--- config.mk ---
export PLATFORM = sky130hd
export DESIGN_NAME = wildcard_byte_signature_scan_unit
export DESIGN_NICKNAME = d
export VERILOG_FILES = /design/src/hw/rtl/wbss_pkg.sv /design/src/hw/rtl/wildcard_byte_signature_scan_unit.sv /design/src/hw/rtl/wbss_cell.sv /design/src/hw/rtl/wbss_out_buf.sv
export SDC_FILE = /design/constraint.sdc
export NUM_CORES = 1
export LEC_CHECK = 0
export ABC_CLOCK_PERIOD_IN_PS = 7990
export CORE_ASPECT_RATIO = 0.8
export CORE_MARGIN = 10
export CORE_UTILIZATION = 60
export CTS_BUF_LIST = sky130_fd_sc_hd__clkbuf_2 sky130_fd_sc_hd__clkbuf_4 sky130_fd_sc_hd__clkbuf_8
export CTS_CLUSTER_DIAMETER = 200
export DETAILED_ROUTE_END_ITERATION = 8
export DONT_BUFFER_PORTS = 1
export PLACE_DENSITY = 0.76
export SETUP_SLACK_MARGIN = 0.4
export SYNTH_ARGS = -nofsm -noshare
export SYNTH_HDL_FRONTEND = slang
export SYNTH_HIERARCHICAL = 1
export SYNTH_SLANG_ARGS = --single-unit
--- constraint.sdc ---
create_clock -name clk_i -period 7.99 [get_ports clk_i]
set_input_delay 1.9975 -clock clk_i [delete_from_list [all_inputs] [get_ports clk_i]]
set_output_delay 1.9975 -clock clk_i [all_outputs]
set_load 0.01 [all_outputs]
--- src/hw/rtl/wbss_pkg.sv ---
// Shared types, constants and helpers for the wildcard byte signature scanner.
`default_nettype none

package wbss_pkg;

  // Scanner geometry
  localparam int PATTERN_MAX   = 16;
  localparam int ADDRESS_WIDTH = 32;
  localparam int WIN_DEPTH     = (PATTERN_MAX < 3) ? 3 : PATTERN_MAX;
  localparam int FILL_W        = $clog2(WIN_DEPTH + 1);
  localparam int WIN_IDX_W     = $clog2(WIN_DEPTH);
  localparam int SEL_W         = (FILL_W > 4) ? FILL_W : 4;

  // Result address is cut to the configured address width, then to 32 bits
  localparam logic [31:0] ADDR_MASK =
    (ADDRESS_WIDTH >= 32) ? 32'hFFFF_FFFF : 32'((64'd1 << ADDRESS_WIDTH) - 64'd1);

  // Configuration register indexes
  localparam logic [2:0] CFG_SCAN_BASE      = 3'd0;
  localparam logic [2:0] CFG_PATTERN_LOW    = 3'd1;
  localparam logic [2:0] CFG_PATTERN_HIGH   = 3'd2;
  localparam logic [2:0] CFG_CARE_MASK      = 3'd3;
  localparam logic [2:0] CFG_PATTERN_LENGTH = 3'd4;
  localparam logic [2:0] CFG_BACKTRACE      = 3'd5;

  // Result status codes
  localparam logic [1:0] STATUS_FOUND       = 2'd0;
  localparam logic [1:0] STATUS_NOT_FOUND   = 2'd1;
  localparam logic [1:0] STATUS_NO_PROLOGUE = 2'd2;

  // Function prologue bytes: push ebp; mov ebp, esp
  localparam logic [7:0] PROLOGUE_B0 = 8'h55;
  localparam logic [7:0] PROLOGUE_B1 = 8'h8B;
  localparam logic [7:0] PROLOGUE_B2 = 8'hEC;

  // Per-cell compare setup
  typedef struct packed {
    logic       care;
    logic [7:0] pat;
  } wbss_cell_cfg_t;

  typedef struct packed {
    logic [1:0]  status;
    logic [31:0] addr;
  } wbss_result_t;

  // Clamp the programmed length into 1..PATTERN_MAX
  function automatic logic [FILL_W-1:0] eff_length(input logic [4:0] len);
    logic [FILL_W-1:0] res;
    if (len == 5'd0) begin
      res = FILL_W'(1);
    end else if (32'(len) > 32'(PATTERN_MAX)) begin
      res = FILL_W'(PATTERN_MAX);
    end else begin
      res = FILL_W'(len);
    end
    return res;
  endfunction

endpackage

`default_nettype wire

--- src/hw/rtl/wildcard_byte_signature_scan_unit.sv ---
// Top level of the wildcard byte signature scanner: cell chain, scan control, result stage.
// Throughput: one byte item per cycle, back to back, unless the result skid entry is full;
//   set by the combinational parallel compare across the cell chain.
// Result: a result item is registered in the output stage (or its skid entry when the
//   master side stalls) when the byte item that completes the match (or ends the region) is accepted.
// Reset: asynchronous, active low; control registers return to reset values (byte and result
//   data registers are not reset) and the scan starts as if a new region began. No clearing pass is needed.
`default_nettype none

module wildcard_byte_signature_scan_unit
  import wbss_pkg::*;
(
  input  logic        clk_i,
  input  logic        rst_ni,
  // Configuration write port
  input  logic        cfg_we_i,
  input  logic [2:0]  cfg_idx_i,
  input  logic [63:0] cfg_data_i,
  // Byte stream in
  input  logic        s_axis_tvalid_i,
  output logic        s_axis_tready_o,
  input  logic [7:0]  s_axis_tdata_i,   // [7:0] data_byte
  input  logic        s_axis_tuser_i,   // [0] region_first
  input  logic        s_axis_tlast_i,   // region_last
  // Result out
  output logic        m_axis_tvalid_o,
  input  logic        m_axis_tready_i,
  output logic [39:0] m_axis_tdata_o    // [1:0] scan_status, [33:2] result_address, zero pad
);

  // ------------------------------------------------------------------
  // Configuration registers
  // ------------------------------------------------------------------
  logic [31:0] scan_base_q;
  logic [63:0] pattern_low_q;
  logic [63:0] pattern_high_q;
  logic [15:0] care_mask_q;
  logic [4:0]  pattern_length_q;
  logic        backtrace_q;

  always_ff @(posedge clk_i or negedge rst_ni) begin
    if (!rst_ni) begin
      scan_base_q      <= '0;
      pattern_low_q    <= '0;
      pattern_high_q   <= '0;
      care_mask_q      <= '0;
      pattern_length_q <= 5'd1;
      backtrace_q      <= 1'b0;
    end else if (cfg_we_i) begin
      case (cfg_idx_i)
        CFG_SCAN_BASE:      scan_base_q      <= cfg_data_i[31:0];
        CFG_PATTERN_LOW:    pattern_low_q    <= cfg_data_i;
        CFG_PATTERN_HIGH:   pattern_high_q   <= cfg_data_i;
        CFG_CARE_MASK:      care_mask_q      <= cfg_data_i[15:0];
        CFG_PATTERN_LENGTH: pattern_length_q <= cfg_data_i[4:0];
        CFG_BACKTRACE:      backtrace_q      <= cfg_data_i[0];
        default: ;
      endcase
    end
  end

  logic [FILL_W-1:0] eff_len;
  logic [127:0]      pattern_all;

  assign eff_len     = eff_length(pattern_length_q);
  assign pattern_all = {pattern_high_q, pattern_low_q};

  // ------------------------------------------------------------------
  // Scan control state
  // ------------------------------------------------------------------
  logic [FILL_W-1:0] fill_q, fill_d, fill_c;
  logic [31:0]       pos_q, pos_d;
  logic              older_valid_q, older_valid_d;
  logic [31:0]       older_off_q, older_off_d;
  logic              done_q, done_d;

  logic in_accept, take, first;
  logic buf_ready;

  assign s_axis_tready_o = buf_ready;
  assign in_accept       = s_axis_tvalid_i && s_axis_tready_o;
  assign first           = s_axis_tuser_i;
  // Drop bytes after a result until the next region starts
  assign take            = in_accept && (first || !done_q);

  // Fill count as seen after an optional region restart
  assign fill_c = first ? '0 : fill_q;
  assign fill_d = (32'(fill_c) < WIN_DEPTH) ? fill_c + 1'b1 : fill_c;
  assign pos_d  = first ? '0 : ((fill_q == '0) ? '0 : pos_q + 32'd1);

  // ------------------------------------------------------------------
  // Cell chain: byte window shifts one cell per scanned item
  // ------------------------------------------------------------------
  logic [7:0]     cell_byte  [WIN_DEPTH];
  logic [7:0]     cell_byte_in [WIN_DEPTH];
  logic           cell_mark  [WIN_DEPTH];
  logic [WIN_DEPTH-1:0] mark_in;
  logic [WIN_DEPTH-1:0] cell_hit;
  wbss_cell_cfg_t cell_cfg   [WIN_DEPTH];
  logic           new_mark;

  // Prologue ends at the new byte: 55 8B EC in address order
  assign new_mark = (32'(fill_c) >= 2) && (s_axis_tdata_i == PROLOGUE_B2) &&
                    (cell_byte[0] == PROLOGUE_B1) && (cell_byte[1] == PROLOGUE_B0);

  assign cell_byte_in[0] = s_axis_tdata_i;
  assign mark_in[0]      = new_mark;

  for (genvar k = 0; k < WIN_DEPTH; k++) begin : g_cell
    logic [SEL_W-1:0] sel;
    logic             in_use;

    if (k > 0) begin : g_link
      assign cell_byte_in[k] = cell_byte[k-1];
      // Marks of an earlier region must not survive a restart
      assign mark_in[k]      = first ? 1'b0 : cell_mark[k-1];
    end

    // Cell k holds the byte that pattern position (len-1-k) lines up with
    assign in_use = (32'(k) < 32'(eff_len));
    assign sel    = SEL_W'(eff_len) - SEL_W'(k) - SEL_W'(1);

    always_comb begin
      cell_cfg[k].care = in_use && (32'(sel) < 32'd16) && care_mask_q[sel[3:0]];
      cell_cfg[k].pat  = pattern_all[8*sel[3:0] +: 8];
    end

    wbss_cell u_cell (
      .clk_i  (clk_i),
      .rst_ni (rst_ni),
      .en_i   (take),
      .byte_i (cell_byte_in[k]),
      .mark_i (mark_in[k]),
      .cfg_i  (cell_cfg[k]),
      .byte_o (cell_byte[k]),
      .mark_o (cell_mark[k]),
      .hit_o  (cell_hit[k])
    );
  end

  // ------------------------------------------------------------------
  // Match, backtrace and result
  // ------------------------------------------------------------------
  logic                 match;
  logic                 bt_found;
  logic [WIN_IDX_W-1:0] bt_idx;
  logic                 push;
  wbss_result_t         res;
  logic [31:0]          match_start;
  logic [31:0]          bt_off;

  assign match = (fill_d >= eff_len) && (&cell_hit);

  // Nearest prologue whose last byte sits at or before the match start
  always_comb begin
    bt_found = 1'b0;
    bt_idx   = '0;
    for (int a = WIN_DEPTH - 1; a >= 0; a--) begin
      if (mark_in[a] && (FILL_W'(a + 1) >= eff_len)) begin
        bt_found = 1'b1;
        bt_idx   = WIN_IDX_W'(a);
      end
    end
  end

  assign match_start = pos_d - 32'(eff_len) + 32'd1;
  assign bt_off      = pos_d - 32'(bt_idx) - 32'd2;

  always_comb begin
    res.status = STATUS_FOUND;
    res.addr   = (scan_base_q + match_start) & ADDR_MASK;
    if (match) begin
      if (backtrace_q) begin
        if (bt_found) begin
          res.addr = (scan_base_q + bt_off) & ADDR_MASK;
        end else if (older_valid_d) begin
          res.addr = (scan_base_q + older_off_d) & ADDR_MASK;
        end else begin
          res.status = STATUS_NO_PROLOGUE;
          res.addr   = '0;
        end
      end
    end else begin
      res.status = STATUS_NOT_FOUND;
      res.addr   = '0;
    end
  end

  assign push = take && (match || s_axis_tlast_i);

  // Track the latest prologue that has left the window
  always_comb begin
    older_valid_d = first ? 1'b0 : older_valid_q;
    older_off_d   = first ? '0 : older_off_q;
    if ((32'(fill_c) >= WIN_DEPTH) && cell_mark[WIN_DEPTH-1]) begin
      older_valid_d = 1'b1;
      older_off_d   = pos_d - 32'(WIN_DEPTH) - 32'd2;
    end
  end

  assign done_d = push;

  always_ff @(posedge clk_i or negedge rst_ni) begin
    if (!rst_ni) begin
      fill_q        <= '0;
      pos_q         <= '0;
      older_valid_q <= 1'b0;
      older_off_q   <= '0;
      done_q        <= 1'b0;
    end else if (take) begin
      fill_q        <= fill_d;
      pos_q         <= pos_d;
      older_valid_q <= older_valid_d;
      older_off_q   <= older_off_d;
      done_q        <= done_d;
    end
  end

  // ------------------------------------------------------------------
  // Result stage
  // ------------------------------------------------------------------
  wbss_result_t out_res;

  wbss_out_buf u_out_buf (
    .clk_i       (clk_i),
    .rst_ni      (rst_ni),
    .push_i      (push),
    .data_i      (res),
    .ready_o     (buf_ready),
    .valid_o     (m_axis_tvalid_o),
    .pop_ready_i (m_axis_tready_i),
    .data_o      (out_res)
  );

  assign m_axis_tdata_o = {6'b0, out_res.addr, out_res.status};

`ifndef SYNTH
  // No result after a finished scan unless a new region starts
  assert property (@(posedge clk_i) disable iff (!rst_ni)
    (push && done_q) |-> first)
    else $error("result produced after scan completed");

  // A result always closes the scan
  assert property (@(posedge clk_i) disable iff (!rst_ni)
    push |=> done_q)
    else $error("scan not closed after result");

  // Only a found result carries an address
  assert property (@(posedge clk_i) disable iff (!rst_ni)
    (push && res.status != STATUS_FOUND) |-> (res.addr == '0))
    else $error("address set on a non-found result");

  // Window fill never runs past the chain length
  assert property (@(posedge clk_i) disable iff (!rst_ni)
    32'(fill_q) <= WIN_DEPTH)
    else $error("window fill overflow");
`endif

endmodule

`default_nettype wire

--- src/hw/rtl/wbss_cell.sv ---
// One window cell: holds a byte and its prologue mark, compares the incoming byte.
`default_nettype none

module wbss_cell
  import wbss_pkg::*;
(
  input  logic           clk_i,
  input  logic           rst_ni,
  input  logic           en_i,
  input  logic [7:0]     byte_i,
  input  logic           mark_i,
  input  wbss_cell_cfg_t cfg_i,
  output logic [7:0]     byte_o,
  output logic           mark_o,
  output logic           hit_o
);

  logic [7:0] byte_q;
  logic       mark_q;

  always_ff @(posedge clk_i) begin
    if (en_i) begin
      byte_q <= byte_i;
    end
  end

  always_ff @(posedge clk_i or negedge rst_ni) begin
    if (!rst_ni) begin
      mark_q <= 1'b0;
    end else if (en_i) begin
      mark_q <= mark_i;
    end
  end

  // Wildcard positions always hit
  assign hit_o  = !cfg_i.care || (byte_i == cfg_i.pat);
  assign byte_o = byte_q;
  assign mark_o = mark_q;

endmodule

`default_nettype wire

--- src/hw/rtl/wbss_out_buf.sv ---
// Two-entry output stage (output register plus skid) for result items.
`default_nettype none

module wbss_out_buf
  import wbss_pkg::*;
(
  input  logic         clk_i,
  input  logic         rst_ni,
  input  logic         push_i,
  input  wbss_result_t data_i,
  output logic         ready_o,
  output logic         valid_o,
  input  logic         pop_ready_i,
  output wbss_result_t data_o
);

  logic         out_valid_q, out_valid_d;
  logic         skd_valid_q, skd_valid_d;
  wbss_result_t out_q, out_d;
  wbss_result_t skd_q, skd_d;
  logic         slot_free;

  assign slot_free = !out_valid_q || pop_ready_i;

  always_comb begin
    out_valid_d = out_valid_q;
    skd_valid_d = skd_valid_q;
    out_d       = out_q;
    skd_d       = skd_q;
    if (slot_free) begin
      if (skd_valid_q) begin
        // Advance the skid entry; input is stalled while skid is full
        out_d       = skd_q;
        out_valid_d = 1'b1;
        skd_valid_d = 1'b0;
      end else begin
        out_d       = data_i;
        out_valid_d = push_i;
      end
    end else if (push_i) begin
      skd_d       = data_i;
      skd_valid_d = 1'b1;
    end
  end

  always_ff @(posedge clk_i or negedge rst_ni) begin
    if (!rst_ni) begin
      out_valid_q <= 1'b0;
      skd_valid_q <= 1'b0;
    end else begin
      out_valid_q <= out_valid_d;
      skd_valid_q <= skd_valid_d;
    end
  end

  always_ff @(posedge clk_i) begin
    out_q <= out_d;
    skd_q <= skd_d;
  end

  assign ready_o = !skd_valid_q;
  assign valid_o = out_valid_q;
  assign data_o  = out_q;

endmodule

`default_nettype wire
### Yosys cells after proc, flatten, opt, wreduce, memory -nomap -nowiden

Cells that the tools add are included.

| storage, ports and cells | value |
|---|---|
| word-level logic and storage cells | 404 |
| output and inout port bits | 42 |
| flip-flop bits (word level) | 459 |
| input bits | 82 |

| operators by class | value |
|---|---|
| add/subtract/negate cells | 41 |
| magnitude comparators | 69 |
| shift operators | 16 |
| multiplexer cells | 99 |
| equality and inequality tests | 24 |
| bitwise operators | 1 |
| reduce and logical (&&, ||, !) cells | 106 |

Operators with widths:

| kind | count |
|---|---|
| $shiftx 128x8->8 | 16 |
| $mux 32 | 6 |
| $eq 8x8->1 | 16 |
| $mux 34 | 3 |
| $add 32x32->32 | 3 |
| $lt 5x5->1 const B | 17 |
| $lt 4x5->1 const B | 16 |
| $sub 5x1->5 const B | 16 |
| $add 32x1->32 const B | 2 |
| $bmux 1 s4 | 16 |
| $mux 4 | 16 |
| $sub 32x2->32 const B | 2 |
| $logic_and 1x1->1 | 56 |
| $mux 1 | 52 |
| $ge 4x5->1 const A | 8 |
| $lt 4x5->1 const A | 8 |
| $sub 5x4->5 const B | 8 |
| $sub 32x4->32 | 1 |
| $sub 32x5->32 | 1 |
| $sub 32x5->32 const B | 1 |
| $ge 3x5->1 const A | 4 |
| $lt 3x5->1 const A | 4 |
| $mux 5 | 4 |
| $sub 5x3->5 const B | 4 |
| 25 further kinds | 76 |

### Depth between registers and ports, before layout

Gate-level depths: netlist of run 1.

| logic depth | value |
|---|---|
| depth in word-level cells | 28 |
| mapped depth | 35 |
| gate-level depth less buffers | 32 |

### By module

Netlist of run 1, hierarchy kept.

By module, submodules not included:

| module | times used | seq. area each (µm²) | cells each | area an instance (µm²) |
|---|---|---|---|---|
| wildcard_byte_signature_scan_unit | 1 | 6332.3 | 2797 | 24622.4 |
| wbss_cell | 16 | 265.3 | 21 | 364.1 |
| wbss_out_buf | 1 | 2092.0 | 115 | 2680.1 |

### Worst setup path before layout of run 1

No wires, ideal clock.

| path | value |
|---|---|
| kind | input port to flip-flop |
| from | input port s_axis_tuser_i |
| to | register u_out_buf.out_q (netlist bit u_out_buf/data_o[25]), data pin |
| arrival time | 7.265 ns |
| path buffers | 3 |
| library setup time | 0.260 ns |
| path slack | 0.465 ns |
| stages | 26 |
| required time | 7.730 ns |
| cell sequence | clkbuf_1 clkbuf_1 clkbuf_1 nor2b_1 ha_1 a21oi_1 or4_1 o41ai_1 nor3_1 nor2b_1 ha_1 fa_1 inv_1 ha_1 nor2b_1 o21ai_0 a21boi_0 o21ai_0 a21oi_1 o21ai_0 a21boi_0 or3_1 a32o_1 a21oi_1 nor2_1 mux2_4 |

RTL lines:

| item | line | RTL |
|---|---|---|
| start, declared | wildcard_byte_signature_scan_unit.sv:23 | `input logic s_axis_tuser_i,` |
| end signal, assigned | wbss_out_buf.sv:57 | `out_q <= out_d;` |
| end, declared | wbss_out_buf.sv:19 | `wbss_result_t out_q, out_d;` |

==> reports/metrics.cfg, run 1 <==
[outcome]
outcome = finished clean

[cells_and_area]
most-common-layout-cells = mux2i_1, nand2_1, dfrtp_1
drive_above_1_share_pct = 15.8
nets = 3398
mostFrequentLayoutCell = mux2i_1
area_growth_pct = 8.01
fillerInstances = 4265
design_area_um2 = 35500

[global_routing]
grt.total_usage_pct = 35.7
grt_max_degree = 272
grt_pass1_wl_mm = 170
grt_overflow = 0
grt_pass1_vias = 25003
antenna_found_initial = 10

[floorplan]
core_um2 = 54000
die-area_um2 = 64600
rows = 76
die_w_um = 282
die_y_um = 229
boundaryPins = 124
initial_core_util_pct = 60.9

[logic_synthesis]
syn_area_per_cell_um2 = 10.2
synth_area_um2 = 32900
syn_inst = 3240
synth_warnings = 6

[critical_path]
r2r-start = fill_q[4]
critPathKind = reg -> reg
startpoint_type = register
worstPathRequired_ns = 8.41
r2r_end = u_out_buf/data_o[27]
rrSetupSlack_ns = 0.78
endpoint_kind = register
critPathArrivalTime_ns = 7.64
worstRegToRegCells = 24
worstPathMaxFanout = 11

[min_path]
holdPathEnd = g_cell[7].u_cell/byte_o[5]
min_from = g_cell[6].u_cell/byte_o[5]
hp-class = reg -> reg
min_path_cells = 0

[timing]
timing.setup.tns_ns = 0
fin_crit_ns = 7.21
maxSlewViolCount = 0
hold_viol = 0
layout_setup_ws_ns = 0.776
slew_headroom_pct = 20.8
tightest_slew_ns = 1.19
setup_viol = 0
rsz0062_at_grt = no
fin_crit_sh_pct = 90.3
max_freq_ghz = 0.139
clock_skew_ns = 0.0375

[placed_design]
gp_congestion = 1.09
dpl_worst_slack_ns = 0.177
place_area_um2 = 33700
io_buffers = 0
dp_hpwl_mm = 90.5

[power]
leakage_uw = 0.0151
power.density_nw_per_um2 = 331
irDropWorstVdd_mv = 0.238

[cts]
cts.sinks = 459
cts_tree = yes
clk_path_buf_depth = 3
ctsResizeCount = 0
cts_root_buf = clkbuf_8
worstSkewPairLatency_ns = 0.70
htreeDepth = 3
cts_made_buffers = 79
postCtsSetupBuffers = 0
holdBufCountCts = 0
clk_pin_slew_ns = 0.07

[run]
maxCapViolCount = 0

[detailed_routing]
wl_per_cell_um = 29.9
drc = 0
initialDrtViolationCount = 4149
vias_per_cell = 6.89
routed_wirelength_mm = 119
vias = 27338
drtAntennaViolNets = 0
drtPass1Iterations = 8

[per-layer routing]
metal,GRT usage [%],wire [um]
met3,18.9,21000
met2,42.9,43300
met5,0,106
met1,54.3,52000
met4,6.63,2200
[worst max-delay path, cell delays in order (launching register included)]
cell and delay [ns]:
dfrtp_1 0.51, nor4_1 0.72, a21oi_2 0.19, nand2_1 0.27, ha_1 0.28, nand2_1 0.08
mux2i_1 0.24, o211ai_1 0.23, a22oi_1 0.48, nand4b_4 0.22, nor2_1 0.25, xor2_1 0.09
o21ai_0 0.32, ha_1 0.35, and3_1 0.21, a221o_1 0.33, a221oi_1 0.34, a221oi_1 0.15
a21o_1 0.23, a31oi_1 0.20, xor2_1 0.62, o221ai_1 0.19, o21ai_0 0.11, nor2_1 0.07
mux2_4 0.28
[where the power goes]
| part | internal, uW | switching, uW | leakage [uW] | total, uW |
|---|---|---|---|---|
| registers | 2790 | 344 | 0.00526 | 3130 |
| logic | 2300 | 3810 | 0.00884 | 6110 |
| clock network | 1430 | 1070 | 0.000958 | 2500 |
| total | 6520 | 5220 | 0.0151 | 11700 |
[worst max-delay path by stage]
| stage | start | to | slack, ns | depth (start not counted) |
|---|---|---|---|---|
| 6_report | fill_q[4] | u_out_buf/data_o[27] | 0.78 | 24 |
| 5_1_grt | pattern_length_q[1] | u_out_buf/data_o[25] | 0.45 | 32 |
| 3_5_place_dp | s_axis_tdata_i[1] | u_out_buf/data_o[25] | 0.18 | 23 |
| 2_1_floorplan | s_axis_tuser_i | u_out_buf/data_o[25] | 0.46 | 26 |
| 3_3_place_gp | s_axis_tdata_i[1] | u_out_buf/data_o[25] | 0.19 | 23 |
| 4_1_cts | s_axis_tdata_i[1] | u_out_buf/data_o[25] | 0.87 | 23 |
[final cells by class]
type	instances	area, um2	area share, %
Sequential cell	459	12400	35.0
Inverter	150	573	1.61
Multi-Input combinational cell	2443	19300	54.2
Tap cell	702	878	2.47
Antenna cell	4	10.0	0.0282
Timing Repair Buffer	63	539	1.52
Clock buffer	122	1550	4.37
Clock inverter	23	268	0.754
[flip-flops by register name, indices dropped and copies added, names as in the netlist]
register / flops
g_cell.u_cell/byte_o: 120
pattern_high_q: 64
pattern_low_q: 64
u_out_buf/data_o: 34
u_out_buf/skd_q: 34
older_off_q: 32
pos_q: 32
scan_base_q: 32
care_mask_q: 16
g_cell.u_cell/mark_o: 16
fill_q: 5
pattern_length_q: 5
backtrace_q: 1
done_q: 1
older_valid_q: 1
u_out_buf/skd_valid_q: 1
u_out_buf/valid_o: 1
[metrics by stage]
| stage | hold WS, ns | total power [uW] | utilization [%] | instances |
|---|---|---|---|---|
| after floorplan | 0.445 | 7040 | - | 3245 |
| after global placement | 0.451 | 8850 | 62.4 | 3817 |
| after detailed placement | 0.459 | 8950 | 62.4 | 3817 |
| after CTS | 0.465 | 11400 | 65.7 | 3962 |
| after global routing | 0.476 | 12100 | 65.7 | 3962 |
| final | 0.467 | 11700 | 65.8 | 3966 |
Note: power is estimated with default switching activity, not from simulation.
==> inputs of run 2 (changes only) <==
- ABC_CLOCK_PERIOD_IN_PS: 7990 -> 8250
- clock period: 7.99 -> 8.25 ns (I/O delays scaled with it)
==> run 2 against run 1 <==
Against the previous run: first-iteration DRC count decreased by 2.4%; non-clock buffer count decreased by 5; clock-buffer cell count is 9 lower; clock skew decreased by 0.0046 ns; wire length grew 0.25%; critical path depth grew 7; sequential share of layout area up 0.18 points; combinational power fell by 3.8%; register-to-register slack better by 0.02 ns; largest power group unchanged.
==> reports/metrics.cfg, run 2 (synthesized netlist as in run 1, its figures left out) <==
[cells_and_area]
mostFrequentLayoutCell = mux2i_1
most-common-layout-cells = mux2i_1, nand2_1, dfrtp_1
multi_input_area_um2 = 19300
nets = 3392
drive_above_1_share_pct = 15.4
largest_reg_flops = 120
fillerInstances = 4294
area_growth_pct = 7.45
seq_area_um2 = 12400

[cts]
clk_path_buf_depth = 3
holdBufCountCts = 0
cts_made_buffers = 78
cts.sinks = 459
ctsResizeCount = 0
worstSkewPairLatency_ns = 0.70
htreeDepth = 3
cts_root_buf = clkbuf_8
cts_tree = yes
postCtsSetupBuffers = 0
clk_pin_slew_ns = 0.07

[floorplan]
core_um2 = 54000
die-area_um2 = 64600
die_w_um = 282
initial_core_util_pct = 60.9
boundaryPins = 124
die_y_um = 229
rows = 76

[timing]
maxSlewViolCount = 0
rsz0062_at_grt = no
slew_headroom_pct = 22.6
fin_crit_sh_pct = 90.3
tightest_slew_ns = 1.15
timing.setup.tns_ns = 0
setup_viol = 0
hold_viol = 0
layout_setup_ws_ns = 0.798
clock_skew_ns = 0.0328
fin_crit_ns = 7.45
max_freq_ghz = 0.134

[detailed_routing]
drtAntennaViolNets = 0
vias = 27149
initialDrtViolationCount = 4051
wl_per_cell_um = 30.0
drc = 0
routed_wirelength_mm = 119
drtPass1Iterations = 5
vias_per_cell = 6.85

[placed_design]
io_buffers = 0
gp_congestion = 1.07
dp_hpwl_mm = 91.4
dpl_worst_slack_ns = 0.384

[critical_path]
crit_top_cell = o21ai_0
endpoint_kind = register
worstPathMaxFanout = 18
crit_slowest_cell = dfrtp_1
max_stage_delay_ns = 0.81
critPathArrivalTime_ns = 7.89
worstPathRequired_ns = 8.69
startpoint_type = register
critPathKind = reg -> reg

[run]
maxCapViolCount = 0

[global_routing]
antenna_found_initial = 7
grt.total_usage_pct = 36.1
grt_pass1_wl_mm = 172
grt_overflow = 0
grt_max_degree = 272
grt_pass1_vias = 25201

[min_path]
hp-class = reg -> reg

[power]
power.density_nw_per_um2 = 317
irDropWorstVdd_mv = 0.222
leakage_uw = 0.0149

[outcome]
outcome = finished clean

==> run 2: changes by cell type in the layout (fill, tap and decap cells not counted), moves of 3 or more <==
cell and delta:
clkbuf_8 -16, clkbuf_4 +7, diode_2 +6, buf_4 -5
clkinv_1 +3, inv_8 +3
==> run 2: layer usage <==
layer	GRT usage, %	routed length, um	vias up	part of all wire (%)
li1	-	-	11711	-
met1	54.7	52500	13442	44
met2	43.4	43200	1811	36
met3	18.8	20700	179	17
met4	7.53	2330	6	2.0
met5	1.71	133	-	0.11
==> run 2: area by class of cell <==
| type | instances | area share [%] |
|---|---|---|
| flip-flops and latches | 459 | 35.2 |
| multi-input cells | 2443 | 54.5 |
| well taps | 702 | 2.49 |
| clock buffers | 113 | 3.92 |
| repair buffers | 58 | 1.44 |
| clock inverters | 27 | 0.783 |
| diodes | 10 | 0.0708 |
| inverters | 150 | 1.62 |
==> run 2: final timing paths <==
kind                                       startpoint                         end  cells past startpoint  slack (ns)
setup / recovery                  pattern_length_q[2]        u_out_buf/data_o[25]                     31        0.80
hold / removal             g_cell[3].u_cell/byte_o[7]  g_cell[4].u_cell/byte_o[7]                      0        0.46
setup reg to reg                  pattern_length_q[2]        u_out_buf/data_o[25]                     31        0.80
hold reg to reg            g_cell[3].u_cell/byte_o[7]  g_cell[4].u_cell/byte_o[7]                      0        0.46
max in group asynchronous                      rst_ni       u_out_buf/skd_valid_q                      0        6.60
min in group asynchronous                      rst_ni             older_off_q[30]                      0        1.07
==> run 2: per-stage QoR <==
stage,instance area [um2],util (%),std cells,total power [uW],hold WS (ns)
final,35300,65.4,3962,11200,0.457
after global routing,35300,65.4,3955,11600,0.481
after CTS,35300,65.4,3952,10900,0.452
after detailed placement,33600,62.3,3812,8660,0.457
after global placement,33600,62.3,3812,8570,0.455
after floorplan,32900,-,3245,6820,0.445
==> run 2: where the power goes <==
group          switching [uW]  internal [uW]
sequential                347           2700
clock                    1030           1240
combinational            3670           2210
total                    5040           6150
==> run 2: critical path, delay by kind of cell, from the launching register on <==
kind	cells	cell delay [ns]
AO/OA/AOI/OAI	19	3.79
adder cells (fa/ha/maj)	5	1.52
flip-flops	1	0.81
AND/OR/NAND/NOR	4	0.65
multiplexers	1	0.28
buffers and inverters	2	0.13
